==> src/design/lsr_pkg.sv <==
// ----------------------------------------------------------------------------
// lsr_pkg
// Shared types and constants of the L-system symbol rewriter.
// ----------------------------------------------------------------------------
package lsr_pkg;

  localparam int unsigned QDEPTH = 4;
  localparam int unsigned QPTR_W = 2;

  localparam logic [7:0] LETTER_FIRST = 8'h41;
  localparam logic [7:0] LETTER_LAST  = 8'h5A;

  typedef enum logic [1:0] {
    CMD_WRITE_CHAR = 2'd0,
    CMD_SET_RULE   = 2'd1,
    CMD_REWRITE    = 2'd2
  } cmd_e;

  typedef enum logic [1:0] {
    OP_WRITE   = 2'd0,
    OP_SET     = 2'd1,
    OP_REWRITE = 2'd2,
    OP_PASS    = 2'd3
  } op_e;

  typedef struct packed {
    op_e        op;
    logic [4:0] slot;
    logic [5:0] pos;
    logic [7:0] chr;
    logic [6:0] len;
    logic       reg_flag;
    logic [7:0] sym;
  } entry_t;

endpackage

==> src/design/lsr_fifo.sv <==
// ----------------------------------------------------------------------------
// lsr_fifo
// Short work queue between the decode front and the execution back end.
// ----------------------------------------------------------------------------
module lsr_fifo import lsr_pkg::*; (
  input  logic   clk_i,
  input  logic   rst_ni,
  input  logic   push_i,
  input  entry_t data_i,
  output logic   full_o,
  input  logic   pop_i,
  output logic   valid_o,
  output entry_t data_o
);

  entry_t            slots_q [QDEPTH];
  logic [QPTR_W-1:0] wr_ptr_q, wr_ptr_d;
  logic [QPTR_W-1:0] rd_ptr_q, rd_ptr_d;
  logic [QPTR_W:0]   cnt_q, cnt_d;

  assign full_o  = (cnt_q == (QPTR_W+1)'(QDEPTH));
  assign valid_o = (cnt_q != '0);
  assign data_o  = slots_q[rd_ptr_q];

  always_comb begin
    wr_ptr_d = wr_ptr_q + QPTR_W'(push_i);
    rd_ptr_d = rd_ptr_q + QPTR_W'(pop_i);
    cnt_d    = cnt_q + (QPTR_W+1)'(push_i) - (QPTR_W+1)'(pop_i);
  end

  always_ff @(posedge clk_i or negedge rst_ni) begin
    if (!rst_ni) begin
      wr_ptr_q <= '0;
      rd_ptr_q <= '0;
      cnt_q    <= '0;
    end else begin
      wr_ptr_q <= wr_ptr_d;
      rd_ptr_q <= rd_ptr_d;
      cnt_q    <= cnt_d;
    end
  end

  always_ff @(posedge clk_i) begin
    if (push_i) begin
      slots_q[wr_ptr_q] <= data_i;
    end
  end

`ifndef SYNTHESIS
  a_no_overflow: assert property (@(posedge clk_i) disable iff (!rst_ni)
    push_i |-> !full_o || pop_i) else $error("queue overflow");
  a_no_underflow: assert property (@(posedge clk_i) disable iff (!rst_ni)
    pop_i |-> valid_o) else $error("queue underflow");
  a_cnt_range: assert property (@(posedge clk_i) disable iff (!rst_ni)
    cnt_q <= (QPTR_W+1)'(QDEPTH)) else $error("queue count out of range");
`endif

endmodule

==> config.mk <==
export PLATFORM = sky130hd
export DESIGN_NAME = lsr_fifo
export DESIGN_NICKNAME = d
export VERILOG_FILES = /design/src/design/lsr_pkg.sv /design/src/design/lsr_fifo.sv
export SDC_FILE = /design/constraint.sdc
export NUM_CORES = 1
export LEC_CHECK = 0
export BUFFER_PORTS_ARGS = -buffer_cell sky130_fd_sc_hd__buf_2
export CORE_UTILIZATION = 27
export DETAILED_ROUTE_END_ITERATION = 6
export PLACE_DENSITY = 0.52
export SYNTH_ARGS = -nofsm -noshare
export SYNTH_HDL_FRONTEND = slang
export SYNTH_SLANG_ARGS = --single-unit
==> constraint.sdc <==
create_clock -name clk_i -period 4.2 [get_ports clk_i]
set_input_delay 0.21 -clock clk_i [delete_from_list [all_inputs] [get_ports clk_i]]
set_output_delay 0.21 -clock clk_i [all_outputs]
set_load 0.1 [all_outputs]
==> metrics.cfg <==
[outcome]
status=completed

[setup_path]
crit_type=register to primary output
path_buf_inv=2
slowest_stage=dfrtp_2
worst_r2r_startpoint=wr_ptr_q[1]
r2r.worst_path.cells=1
rrSetupSlack_ps=2380
cp_data_required_time_ps=3990
worst_r2r_endpoint=slots_q[1][14]
crit_path_end_kind=primary output
crit_fanout=24
start_kind=register
worstPathCellList=buf_4 -> mux4_2 -> buf_2
slowest_delay_ps=890
critical_path.top_delay_family=flip-flops
cp_data_arrival_time_ps=2610

[detailed_routing]
dr.pass1.iters=4
routedWlPerCell_um=17.19
drt_iter0_markers=145
vias=2611
drc_errors=0
wl_um=10640
postRouteAntennaNets=0
viasPerCell=4.218

[clock_tree]
cts_sinks=155
cts_root_buf=clkbuf_16
cts_inserted_buffers=17
cts_resized=0
cts_tree=yes
clock_tree.buffer_depth=2
clock_latency_ps=420
clk_pin_slew_ps=60
htreeDepth=4

[floorplan]
start_util=0.2792
die_x_um=147.8
rows=52
core-area_um2=20560
die_area_um2=21850
dieHeight_um=147.8
io_pins=80

[timing]
fin_skew_ps=10.12
setup_slack_ps=1383
setup_viol=0
worst_slew_pin_slew_ps=1081
timing.fmax_mhz=355.0
hold_viol_final=0
slew_viol_final=0
rsz0062_at_grt=false
holdWs_ps=17.40
layout_min_cycle_time_ps=2817
setup_tns_ps=0
relSlewSlack=0.2797
fin_crit_sh=0.6706

[yosys]
yosysSeqAreaShare=0.8047
synth.avg_cell_area_um2=26.33
ys_ff_latch=155
synth_area_um2=5741
synth_nets=264
syn_inst=218
yosys_warnings=0
synthDominantCellAreaShare=0.7742
synth_area_leaders=edfxtp_1, mux4_2, mux4_1, dfrtp_1, buf_12
yosysTopAreaCell=edfxtp_1
ys_types=16

[layout]
n_fill_cell=1960
final-seq-area_um2=4622
diodes=0
fin_nets=382
syn_to_final_growth_pct=26.83
instances_no_fill=619
drive_gt1_frac=0.4126
multi_input_area_um2=1023

[hold_path]
min_from=data_i[22]
hp-class=primary input to register
hold_path_end=slots_q[1][22]
whs_path_depth=1

[placed_design]
routabilityCongestion=0.6571
dpl_worst_slack_ps=1697
port_buffers=79
place_inst=561
post-dp-hpwl_um=6143

[grt]
track_usage=0.1064
grt_pass1_wl_um=16440
grt_overflow_total=0
grt_max_degree=39
grt_pass1_vias=2891
antenna_found_initial=0

[run]
maxCapViolCount=0

registers in the layout, summed over array words and instances, names as in the netlist:
signal and cells:
slots_q 148, wr_ptr_q 2, cnt_q 3, rd_ptr_q 2
worst max-delay path by stage:
stage | startpoint | endpoint | slack, ps | depth (start not counted)
after floorplan | wr_ptr_q[1] | slots_q[0][0] | 540 | 1
after global placement | rd_ptr_q[0] | data_o[23] | 1710 | 3
after detailed placement | rd_ptr_q[0] | data_o[23] | 1700 | 3
after CTS | rd_ptr_q[0] | data_o[23] | 1250 | 3
after global routing | rd_ptr_q[0] | data_o[14] | 1160 | 3
final | rd_ptr_q[0] | data_o[23] | 1380 | 3
cells in the final DEF (no fill, tap or decap), drive strengths merged, types with 2 or more instances in the layout:
cell         instances
buf                 81
and3b                2
clkbuf              22
xor2                 2
ha                   4
inv                  4
clkinv               5
edfxtp             148
dlygate4sd3         26
dfrtp                7
nor3b                2
mux4                37
bufinv               4
layer usage:
layer / track usage / wire length (um) / vias to the layer above
met5: 0 / 0 / -
met4: 0.04639 / 133 / 0
met3: 0.04105 / 581 / 10
met2: 0.1783 / 5365 / 61
met1: 0.1205 / 4557 / 1361
li1: - / - / 1179
cell families (layout without fill, tap and decap cells):
| logic type | Yosys count | count (layout) | share of synthesized area |
|---|---|---|---|
| mux | 37 | 37 | 0.1497 |
| flops | 155 | 155 | 0.8047 |
| xor+xnor | 3 | 3 | 0.006975 |
| fa+ha+maj | 5 | 5 | 0.01221 |
| buf+inv | 12 | 143 | 0.01853 |
| simple gates | 6 | 6 | 0.007848 |
Yosys cell counts:
cell / count
edfxtp_1: 148
buf_12: 3
buf_6: 1
buf_2: 4
nor3b_1: 2
xnor3_1: 1
ha_1: 4
mux4_1: 7
or3_1: 1
xor2_1: 2
fa_1: 1
dfrtp_1: 7
and3_1: 1
inv_1: 4
mux4_2: 30
and3b_1: 2
per-stage QoR:
stage | instance area (um^2) | utilization
detailed placement | 6409 | 0.3117
global placement | 6409 | 0.3117
floorplan | 5741 | -
global route | 7281 | 0.3541
CTS | 7271 | 0.3536
finish | 7281 | 0.3541
cell type report:
cell class | instances | share of cell area
tap | 270 | 0.04640
multi-input combinational | 51 | 0.1406
sequential | 155 | 0.6348
inverter | 4 | 0.002062
clock inverter | 10 | 0.02303
timing repair buffer | 107 | 0.09211
clock buffer | 22 | 0.06101
repair_timing:
| item | in CTS | in global routing |
|---|---|---|
| buffers inserted | 0 | 0 |
| hold buffers | 25 | 1 |
| endpoints found under the hold margin | 102 | 4 |
Power is left out: the tool's default activity adds up to more than one toggle a clock period on the data nets, which glitch-free logic cannot reach.
