## src/design/lsr_pkg.sv

```systemverilog
// ----------------------------------------------------------------------------
// lsr_pkg
// Shared types and constants of the L-system symbol rewriter.
// ----------------------------------------------------------------------------
package lsr_pkg;

  localparam int unsigned QDEPTH = 4;
  localparam int unsigned QPTR_W = 2;

  localparam logic [7:0] LETTER_FIRST = 8'h41;
  localparam logic [7:0] LETTER_LAST  = 8'h5A;

  typedef enum logic [1:0] {
    CMD_WRITE_CHAR = 2'd0,
    CMD_SET_RULE   = 2'd1,
    CMD_REWRITE    = 2'd2
  } cmd_e;

  typedef enum logic [1:0] {
    OP_WRITE   = 2'd0,
    OP_SET     = 2'd1,
    OP_REWRITE = 2'd2,
    OP_PASS    = 2'd3
  } op_e;

  typedef struct packed {
    op_e        op;
    logic [4:0] slot;
    logic [5:0] pos;
    logic [7:0] chr;
    logic [6:0] len;
    logic       reg_flag;
    logic [7:0] sym;
  } entry_t;

endpackage

```

## src/design/lsr_front.sv

```systemverilog
// ----------------------------------------------------------------------------
// lsr_front
// Accepts input words, decodes the command and letter slot, drops words
// without effect and hands the rest to the work queue.
// ----------------------------------------------------------------------------
module lsr_front import lsr_pkg::*; #(
  parameter int unsigned MAX_RULE_LEN = 64,
  parameter int unsigned NUM_LETTERS  = 26
) (
  input  logic       in_valid_i,
  output logic       in_ready_o,
  input  logic [1:0] command_i,
  input  logic [7:0] symbol_i,
  input  logic [5:0] position_i,
  input  logic [7:0] rule_char_i,
  input  logic [6:0] rule_length_i,
  input  logic       registered_i,
  input  logic       q_full_i,
  output logic       q_push_o,
  output entry_t     q_data_o
);

  logic [7:0] idx;
  logic       slot_ok;
  logic       keep;

  assign idx     = symbol_i - LETTER_FIRST;
  assign slot_ok = (symbol_i >= LETTER_FIRST) && (symbol_i <= LETTER_LAST) &&
                   (idx < 8'(NUM_LETTERS));

  always_comb begin
    q_data_o.slot     = idx[4:0];
    q_data_o.pos      = position_i;
    q_data_o.chr      = rule_char_i;
    q_data_o.len      = (rule_length_i > 7'(MAX_RULE_LEN)) ? 7'(MAX_RULE_LEN)
                                                            : rule_length_i;
    q_data_o.reg_flag = registered_i;
    q_data_o.sym      = symbol_i;
    q_data_o.op       = OP_PASS;
    keep              = 1'b0;
    case (command_i)
      CMD_WRITE_CHAR: begin
        q_data_o.op = OP_WRITE;
        keep        = slot_ok && (7'(position_i) < 7'(MAX_RULE_LEN));
      end
      CMD_SET_RULE: begin
        q_data_o.op = OP_SET;
        keep        = slot_ok;
      end
      CMD_REWRITE: begin
        q_data_o.op = slot_ok ? OP_REWRITE : OP_PASS;
        keep        = 1'b1;
      end
      default: begin
        keep = 1'b0;
      end
    endcase
  end

  assign in_ready_o = !q_full_i;
  assign q_push_o   = in_valid_i && !q_full_i && keep;

endmodule

```

## config.mk

```make
export PLATFORM = sky130hd
export DESIGN_NAME = lsr_front
export DESIGN_NICKNAME = d
export VERILOG_FILES = /design/src/design/lsr_pkg.sv /design/src/design/lsr_front.sv
export SDC_FILE = /design/constraint.sdc
export NUM_CORES = 1
export LEC_CHECK = 0
export ABC_CLOCK_PERIOD_IN_PS = 1600
export BUFFER_PORTS_ARGS = -buffer_cell sky130_fd_sc_hd__buf_2
export CAP_MARGIN = 25
export CORE_MARGIN = 5
export CORE_UTILIZATION = 26
export DETAILED_ROUTE_END_ITERATION = 10
export GPL_ROUTABILITY_DRIVEN = 0
export MAX_ROUTING_LAYER = met4
export PLACE_DENSITY = 0.8
export SLEW_MARGIN = 20
export SYNTH_ARGS = -nofsm -noshare
export SYNTH_HDL_FRONTEND = slang
export SYNTH_SLANG_ARGS = --single-unit
```

## constraint.sdc

```tcl
create_clock -name vclk -period 1.6
set_input_delay 0.32 -clock vclk [all_inputs]
set_output_delay 0.32 -clock vclk [all_outputs]
set_load 0.01 [all_outputs]
```

==> results of run 1 <==
## placed cells by master, fill, tap and decap left out
cell / n
ha_4: 1
a21oi_1: 1
a31oi_2: 1
o211ai_1: 1
inv_2: 2
xor2_1: 1
a21o_1: 1
clkinvlp_4: 1
nor3_1: 1
and4_1: 1
nor2b_1: 7
ha_2: 1
a311o_1: 1
buf_4: 3
o21a_1: 1
nor3b_1: 1
nand2_1: 1
nor3_2: 1
o21ai_0: 1
xnor2_1: 2
inv_1: 4
a31o_1: 1
buf_8: 1
buf_2: 42
nor2_1: 4
nor4bb_1: 1
nand3b_1: 1
## kinds of logic after synthesis
group,Yosys count,synth area share [%]
compound gates,8,13.5
xor+xnor,3,6.16
fa+ha+maj,2,5.86
buf+inv,33,49.6
simple gates,18,24.9
## power groups by stage
stage	clock (W)	sequential [W]	combinational [W]
2_1_floorplan	0	0	0.000122
3_3_place_gp	0	0	0.000143
3_5_place_dp	0	0	0.000147
4_1_cts	0	0	0.000151
5_1_grt	0	0	0.000165
6_report	0	0	0.000148
## final cells by class
cell class / instances / area (um^2) / share of cell area (%)
inverters: 7 / 30.0 / 5.57
well taps: 16 / 20.0 / 3.71
multi-input cells: 31 / 241 / 44.8
repair buffers: 46 / 248 / 45.9
## worst paths after layout
path | start | to | slack, ns | cells past startpoint
setup / recovery | symbol_i[0] | q_push_o | -0.24 | 7
hold / removal | rule_char_i[1] | q_data_o[17] | 0.64 | 0
## per-stage QoR
stage               hold WS (ns)  setup WS (ns)  total power (W)  cells  util (%)
global route               0.640         -0.288         0.000165    100      35.4
floorplan                  0.684         -0.170         0.000122     64         -
finish                     0.640         -0.239         0.000148    100      35.4
detailed placement         0.640         -0.326         0.000147    100      34.2
global placement           0.640         -0.298         0.000143    100      34.2
CTS                        0.640         -0.253         0.000151    100      35.2
## routing by layer
layer / part of all wire (%) / track usage (%)
met5: 0 / -
met4: 4.0 / 6.38
met3: 11 / 0.592
met2: 57 / 16.7
met1: 28 / 7.37
## what timing repair did
action,CTS,global route
pin swaps,6,2
hold buffers,0,0
gates cloned,0,0
gates resized for setup,4,2
setup endpoints to repair,2,2
## critical path: stages
cell and delay (ns):
buf_8 0.08, clkinvlp_4 0.10, ha_4 0.23, a21o_1 0.14, a311o_1 0.33, a31o_1 0.18
buf_2 0.13
==> results.toml, run 1 <==
[place]
dp_hpwl_mm = 1.05
port_buffers = 43
post_dp_cell_area_um2 = 522

[global_routing]
grt_pass1_wl_mm = 1.81
antenna_found_initial = 0
grt_usage_pct = 8.60
grt_max_degree = 9
grt-ovfl-total = 0
grt_pass1_vias = 440

[synthesis]
yosys_warnings = 0
yosysTopAreaCell = "buf_4"
synthCells = 64
yosys-top-cells-area = "buf_4 40%, nor2b_1 10%, ha_1 5.9%"
synth_commonest_cells = "23 x buf_4, 7 x nor2b_1, 6 x inv_1"
synth-seq-area-share_pct = 0
netlist_area_um2 = 427
syn_nets = 100
avgSynthCellArea_um2 = 6.67
synth_most_common_cell = "buf_4"
synthDominantCellAreaShare_pct = 40.5
synth_cell_types = 24

[detailed_routing]
wl_mm = 1.15
drt_iter0_drc = 11
vias = 450
routedWlPerCell_um = 11.5
ant_nets = 0
viasPerCell = 4.50
dr.pass1.iters = 4
drc_errors = 0

[sta]
tightest_slew_ns = 0.264
setup_ws_ns = -0.239
fmax_mhz = 544
finalHoldViolCount = 0
final.period_utilization_pct = 115
rsz0062_at_grt = "true"
max_slew_margin_pct = 82.2
fin_crit_ns = 1.84
tns_ns = -0.466
drv_slew = 0
finalSetupViolCount = 2

[pwr]
power_switching_w = 0.0000739
pwr-share-seq_pct = 0
power_density_nw_per_um2 = 275
cellLeakagePower_nw = 0.299
p_int_w = 0.0000744
ir_drop_mv = 0.0638
power_frac_comb_pct = 100.0
clockPowerShare_pct = 0
swShare_pct = 49.8

[worst_setup_path]
crit_arrival_ns = 1.52
crit_type = "primary input to output port"
critPathLaunchType = "primary input"
cp_max_fo = 3
required_ns = 1.28
cp-end-kind = "output port"

[final_layout]
fill_cells = 174
num_antenna_cells = 0
seqCellArea_um2 = 0
numSequentialCells = 0
clock_buffers = 0
final_area_um2 = 539
nets = 122
syn_to_final_growth_pct = 26.4
layout-drive-gt1-share_pct = 63.1

[outcome]
violations = "setup timing"
run_status = "finished, violations left"

[die]
rows = 14
core_area_um2 = 1520
die_y_um = 50.5
num_io_pins = 73
chipWidth_um = 50.5
start_util_pct = 28.0
die-area_um2 = 2550

[flow_run]
cap_violations = 0

[hold_path]
hp-class = "primary input to output port"

[clock_network]
cts_setup_buffers = 0
Power figures use the tool's default switching activity.
==> run 2: changes to the inputs <==
--- a/config.mk
+++ b/config.mk
@@ -14,4 +14,4 @@
 export GPL_ROUTABILITY_DRIVEN = 0
-export MAX_ROUTING_LAYER = met4
 export PLACE_DENSITY = 0.8
+export SKIP_LAST_GASP = 1
 export SLEW_MARGIN = 20
==> constraint.sdc (replaced) <==
create_clock -name vclk -period 1.6
set_input_delay 0.16 -clock vclk [all_inputs]
set_output_delay 0.16 -clock vclk [all_outputs]
set_load 0.01 [all_outputs]
==> run 2 against run 1 <==
Against the previous run:
- the flow now finishes without violations
- non-clock buffer count increased by 1
- combinational power is 3% lower
- routed wire length rose by 7.1%
==> results.toml, run 2 (synthesis gave the netlist of run 1 again) <==
[sta]
holdWs_ns = 0.320
finalSetupViolCount = 0
final.period_utilization_pct = 97.4
fmax_mhz = 642
finalHoldViolCount = 0
rsz0062_at_grt = "true"
drv_slew = 0
tns_ns = 0
max_slew_margin_pct = 85.1
fin_crit_ns = 1.56
tightest_slew_ns = 0.220

[hold_path]
holdPathStages = 0
hp-class = "primary input to output port"

[detailed_routing]
drc_errors = 0
dr.pass1.iters = 3
vias = 449
viasPerCell = 4.45
wl_mm = 1.23
ant_nets = 0
drt_iter0_drc = 4
routedWlPerCell_um = 12.2

[global_routing]
grt-ovfl-total = 0
grt_usage_pct = 8.60
grt_pass1_wl_mm = 1.87
antenna_found_initial = 0
grt_pass1_vias = 438
grt_max_degree = 9

[die]
die-area_um2 = 2550
start_util_pct = 28.0
chipWidth_um = 50.5
rows = 14
num_io_pins = 73
core_area_um2 = 1520
die_y_um = 50.5

[flow_run]
cap_violations = 0

[outcome]
run_status = "completed"

[final_layout]
numSequentialCells = 0
post_layout_nonfiller_instances = 101
nets = 123
num_antenna_cells = 0
fill_cells = 169
final_area_um2 = 519
clock_buffers = 0
layout-drive-gt1-share_pct = 57.6
layout_commonest_cell = "buf_2"
layout_common_cells = "43 x buf_2, 7 x nor2b_1, 6 x inv_1"
syn_to_final_growth_pct = 21.7
seqCellArea_um2 = 0

[clock_network]
cts_setup_buffers = 0
cts_hold_buffers = 0

[worst_setup_path]
cp_max_fo = 5
required_ns = 1.44
cp-end-kind = "output port"
crit_type = "primary input to output port"
critPathLaunchType = "primary input"
crit_arrival_ns = 1.40

[pwr]
cellLeakagePower_nw = 0.307
total_power_w = 0.000144
ir_drop_mv = 0.0964
power_density_nw_per_um2 = 278

[place]
placedCellCount = 101
dp_hpwl_mm = 1.11
post_dp_cell_area_um2 = 507
port_buffers = 43
==> run 2: cell count changes in the layout (fill, tap and decap cells not counted), sizes merged <==
cell | before | now
buf | 46 | 47
clkinvlp | 1 | 0
inv | 6 | 7
==> run 2: stage by stage <==
step / utilization [%] / worst slack [ns]
6_report: 34.1 / 0.0417
5_1_grt: 34.1 / -0.0127
4_1_cts: 34.1 / 0.0102
3_5_place_dp: 33.3 / -0.0583
3_3_place_gp: 33.3 / 0.0362
2_1_floorplan: - / 0.0638
==> run 2: layout make-up <==
| class | count | area [um^2] | share of cell area, % |
|---|---|---|---|
| multi-input combinational | 31 | 228 | 43.9 |
| timing repair buffer | 47 | 245 | 47.2 |
| inverter | 7 | 26.3 | 5.06 |
| tap | 16 | 20.0 | 3.86 |
==> run 2: final timing paths <==
kind | end | slack, ns | startpoint
hold / removal | q_data_o[21] | 0.32 | rule_char_i[5]
setup / recovery | q_push_o | 0.04 | symbol_i[0]
==> run 2: timing repair <==
item,in CTS,in global routing
resized for setup,2,0
endpoints found under the hold margin,0,0
endpoints found under the setup margin,2,2
pin swaps,1,2
==> run 2: worst max-delay path, stage by stage <==
cell	delay [ns]
buf_2	0.10
inv_1	0.10
ha_4	0.16
nand3b_1	0.08
o21a_1	0.11
a311o_1	0.37
a31o_1	0.18
buf_2	0.13
==> run 2: where the power goes <==
part	switching, W	internal, W	total (W)
Clock	0	0	0
Sequential	0	0	0
Combinational	0.0000722	0.0000720	0.000144
Total	0.0000722	0.0000720	0.000144
==> run 2: layer usage <==
metal	track usage (%)	share of wire (%)
met1	8.42	34
met4	4.26	4.1
met2	15.9	43
met5	0	0
met3	2.66	18
==> run 3: changes to the inputs <==
BUFFER_PORTS_ARGS = default   (was -buffer_cell sky130_fd_sc_hd__buf_2)
CORE_AREA = 5 5 42 44   (was default)
CORE_MARGIN = default   (was 5)
CORE_UTILIZATION = default   (was 26)
DIE_AREA = 0 0 47 49   (was default)
DONT_BUFFER_PORTS = 1   (was default)
PLACE_DENSITY = default   (was 0.8)
SLEW_MARGIN = 0   (was 20)
==> run 3 against run 2 <==
Against the previous run:
- clock-buffer cell count did not move
- critical path type unchanged
- flip-flop and latch count unchanged
- sequential share of layout area stayed put
==> results.toml, run 3 (synthesis gave the netlist of run 1 again) <==
[outcome]
run_status = "completed"

[final_layout]
num_antenna_cells = 0
syn_to_final_growth_pct = -32.8
nets = 79
seqCellArea_um2 = 0
layout_commonest_cell = "nor2b_1"
final_area_um2 = 287
numSequentialCells = 0
layout_common_cells = "7 x nor2b_1, 6 x inv_1, 4 x nor2_1"
clock_buffers = 0
layout-drive-gt1-share_pct = 12.2

[hold_path]
hp-class = "primary input to output port"
holdCritStartpoint = "rule_char_i[0]"

[sta]
holdWs_ns = 0.320
drv_slew = 0
fmax_mhz = 671
max_slew_margin_pct = 81.4
tightest_slew_ns = 0.277
finalSetupViolCount = 0
final.period_utilization_pct = 93.1
fin_crit_ns = 1.49
rsz0062_at_grt = "false"
finalHoldViolCount = 0
tns_ns = 0

[detailed_routing]
wl_um = 909
dr.pass1.iters = 1
routedWlPerCell_um = 15.9
vias = 296
ant_nets = 0
viasPerCell = 5.19
drc_errors = 0
drt_iter0_drc = 0

[global_routing]
grt_max_degree = 9
grt.busiest_layer = "met2"
grt_pass1_vias = 269
use_met2_pct = 12.0
met3_usage_pct = 1.11
grt-ovfl-total = 0
grt_pass1_wl_mm = 1.27
grt_use_met1_pct = 8.04
grt_usage_pct = 6.95
antenna_found_initial = 0

[place]
port_buffers = 0
dp_hpwl_um = 813
post_dp_cell_area_um2 = 284

[pwr]
power_switching_w = 0.0000358
clockPowerShare_pct = 0
pwr-share-seq_pct = 0
total_power_w = 0.0000659
swShare_pct = 54.3
cellLeakagePower_nw = 0.125
ir_drop_mv = 0.0453
p_int_w = 0.0000301
power_frac_comb_pct = 100.0
power_density_nw_per_um2 = 230

[worst_setup_path]
cpLargestDelayFamily = "compound AO/OA/AOI/OAI gates"
crit_arrival_ns = 1.33
crit_chain = "inv_1 > ha_2 > nand3b_1 > o21a_1 > a311o_1 > a31oi_1 > buf_4"
crit_type = "primary input to output port"
crit_start = "symbol_i[0]"
path_buf_inv = 2
worst_path_max_delay_cell = "a311o_1"
cpPeakStageDelay_ns = 0.37
cp_max_fo = 6
cp-end-kind = "output port"
critPathLaunchType = "primary input"
required_ns = 1.44

[die]
die_y_um = 49
core_area_um2 = 1400
num_io_pins = 73
start_util_pct = 30.4
chipWidth_um = 47
rows = 14
die-area_um2 = 2300

[clock_network]
ctsResizeCount = 0
cts_setup_buffers = 0
cts_hold_buffers = 0

[flow_run]
cap_violations = 0
## run 3: power groups by stage
| stage | Clock (W) | Sequential [W] | Combinational, W |
|---|---|---|---|
| 2_1_floorplan | 0 | 0 | 0.000115 |
| 3_3_place_gp | 0 | 0 | 0.0000663 |
| 3_5_place_dp | 0 | 0 | 0.0000672 |
| 4_1_cts | 0 | 0 | 0.0000673 |
| 5_1_grt | 0 | 0 | 0.0000735 |
| 6_report | 0 | 0 | 0.0000659 |
## run 3: per-stage QoR
step	setup slack, ns	std cells	utilization [%]
final	0.110	57	20.4
after global routing	0.00598	57	20.4
after CTS	0.0629	57	20.3
after detailed placement	0.0706	57	20.3
after global placement	0.0976	57	20.3
after floorplan	0.0638	64	-
## run 3: final timing paths
check | to | slack (ns) | depth (start not counted)
worst max-delay path | q_data_o[35] | 0.11 | 7
worst min-delay path | q_data_o[16] | 0.32 | 0
## run 3: metal layers
metal / part of all wire (%) / wire length (um)
met2: 46 / 422
met1: 37 / 337
met5: 0 / 0
met4: 1.8 / 16
met3: 15 / 132
## run 3: final cells by class
cell class                 count  area, um^2
fill                         178        1110
inverter                       7        26.3
multi-input combinational     31         218
tap                           16        20.0
timing repair buffer           3        22.5
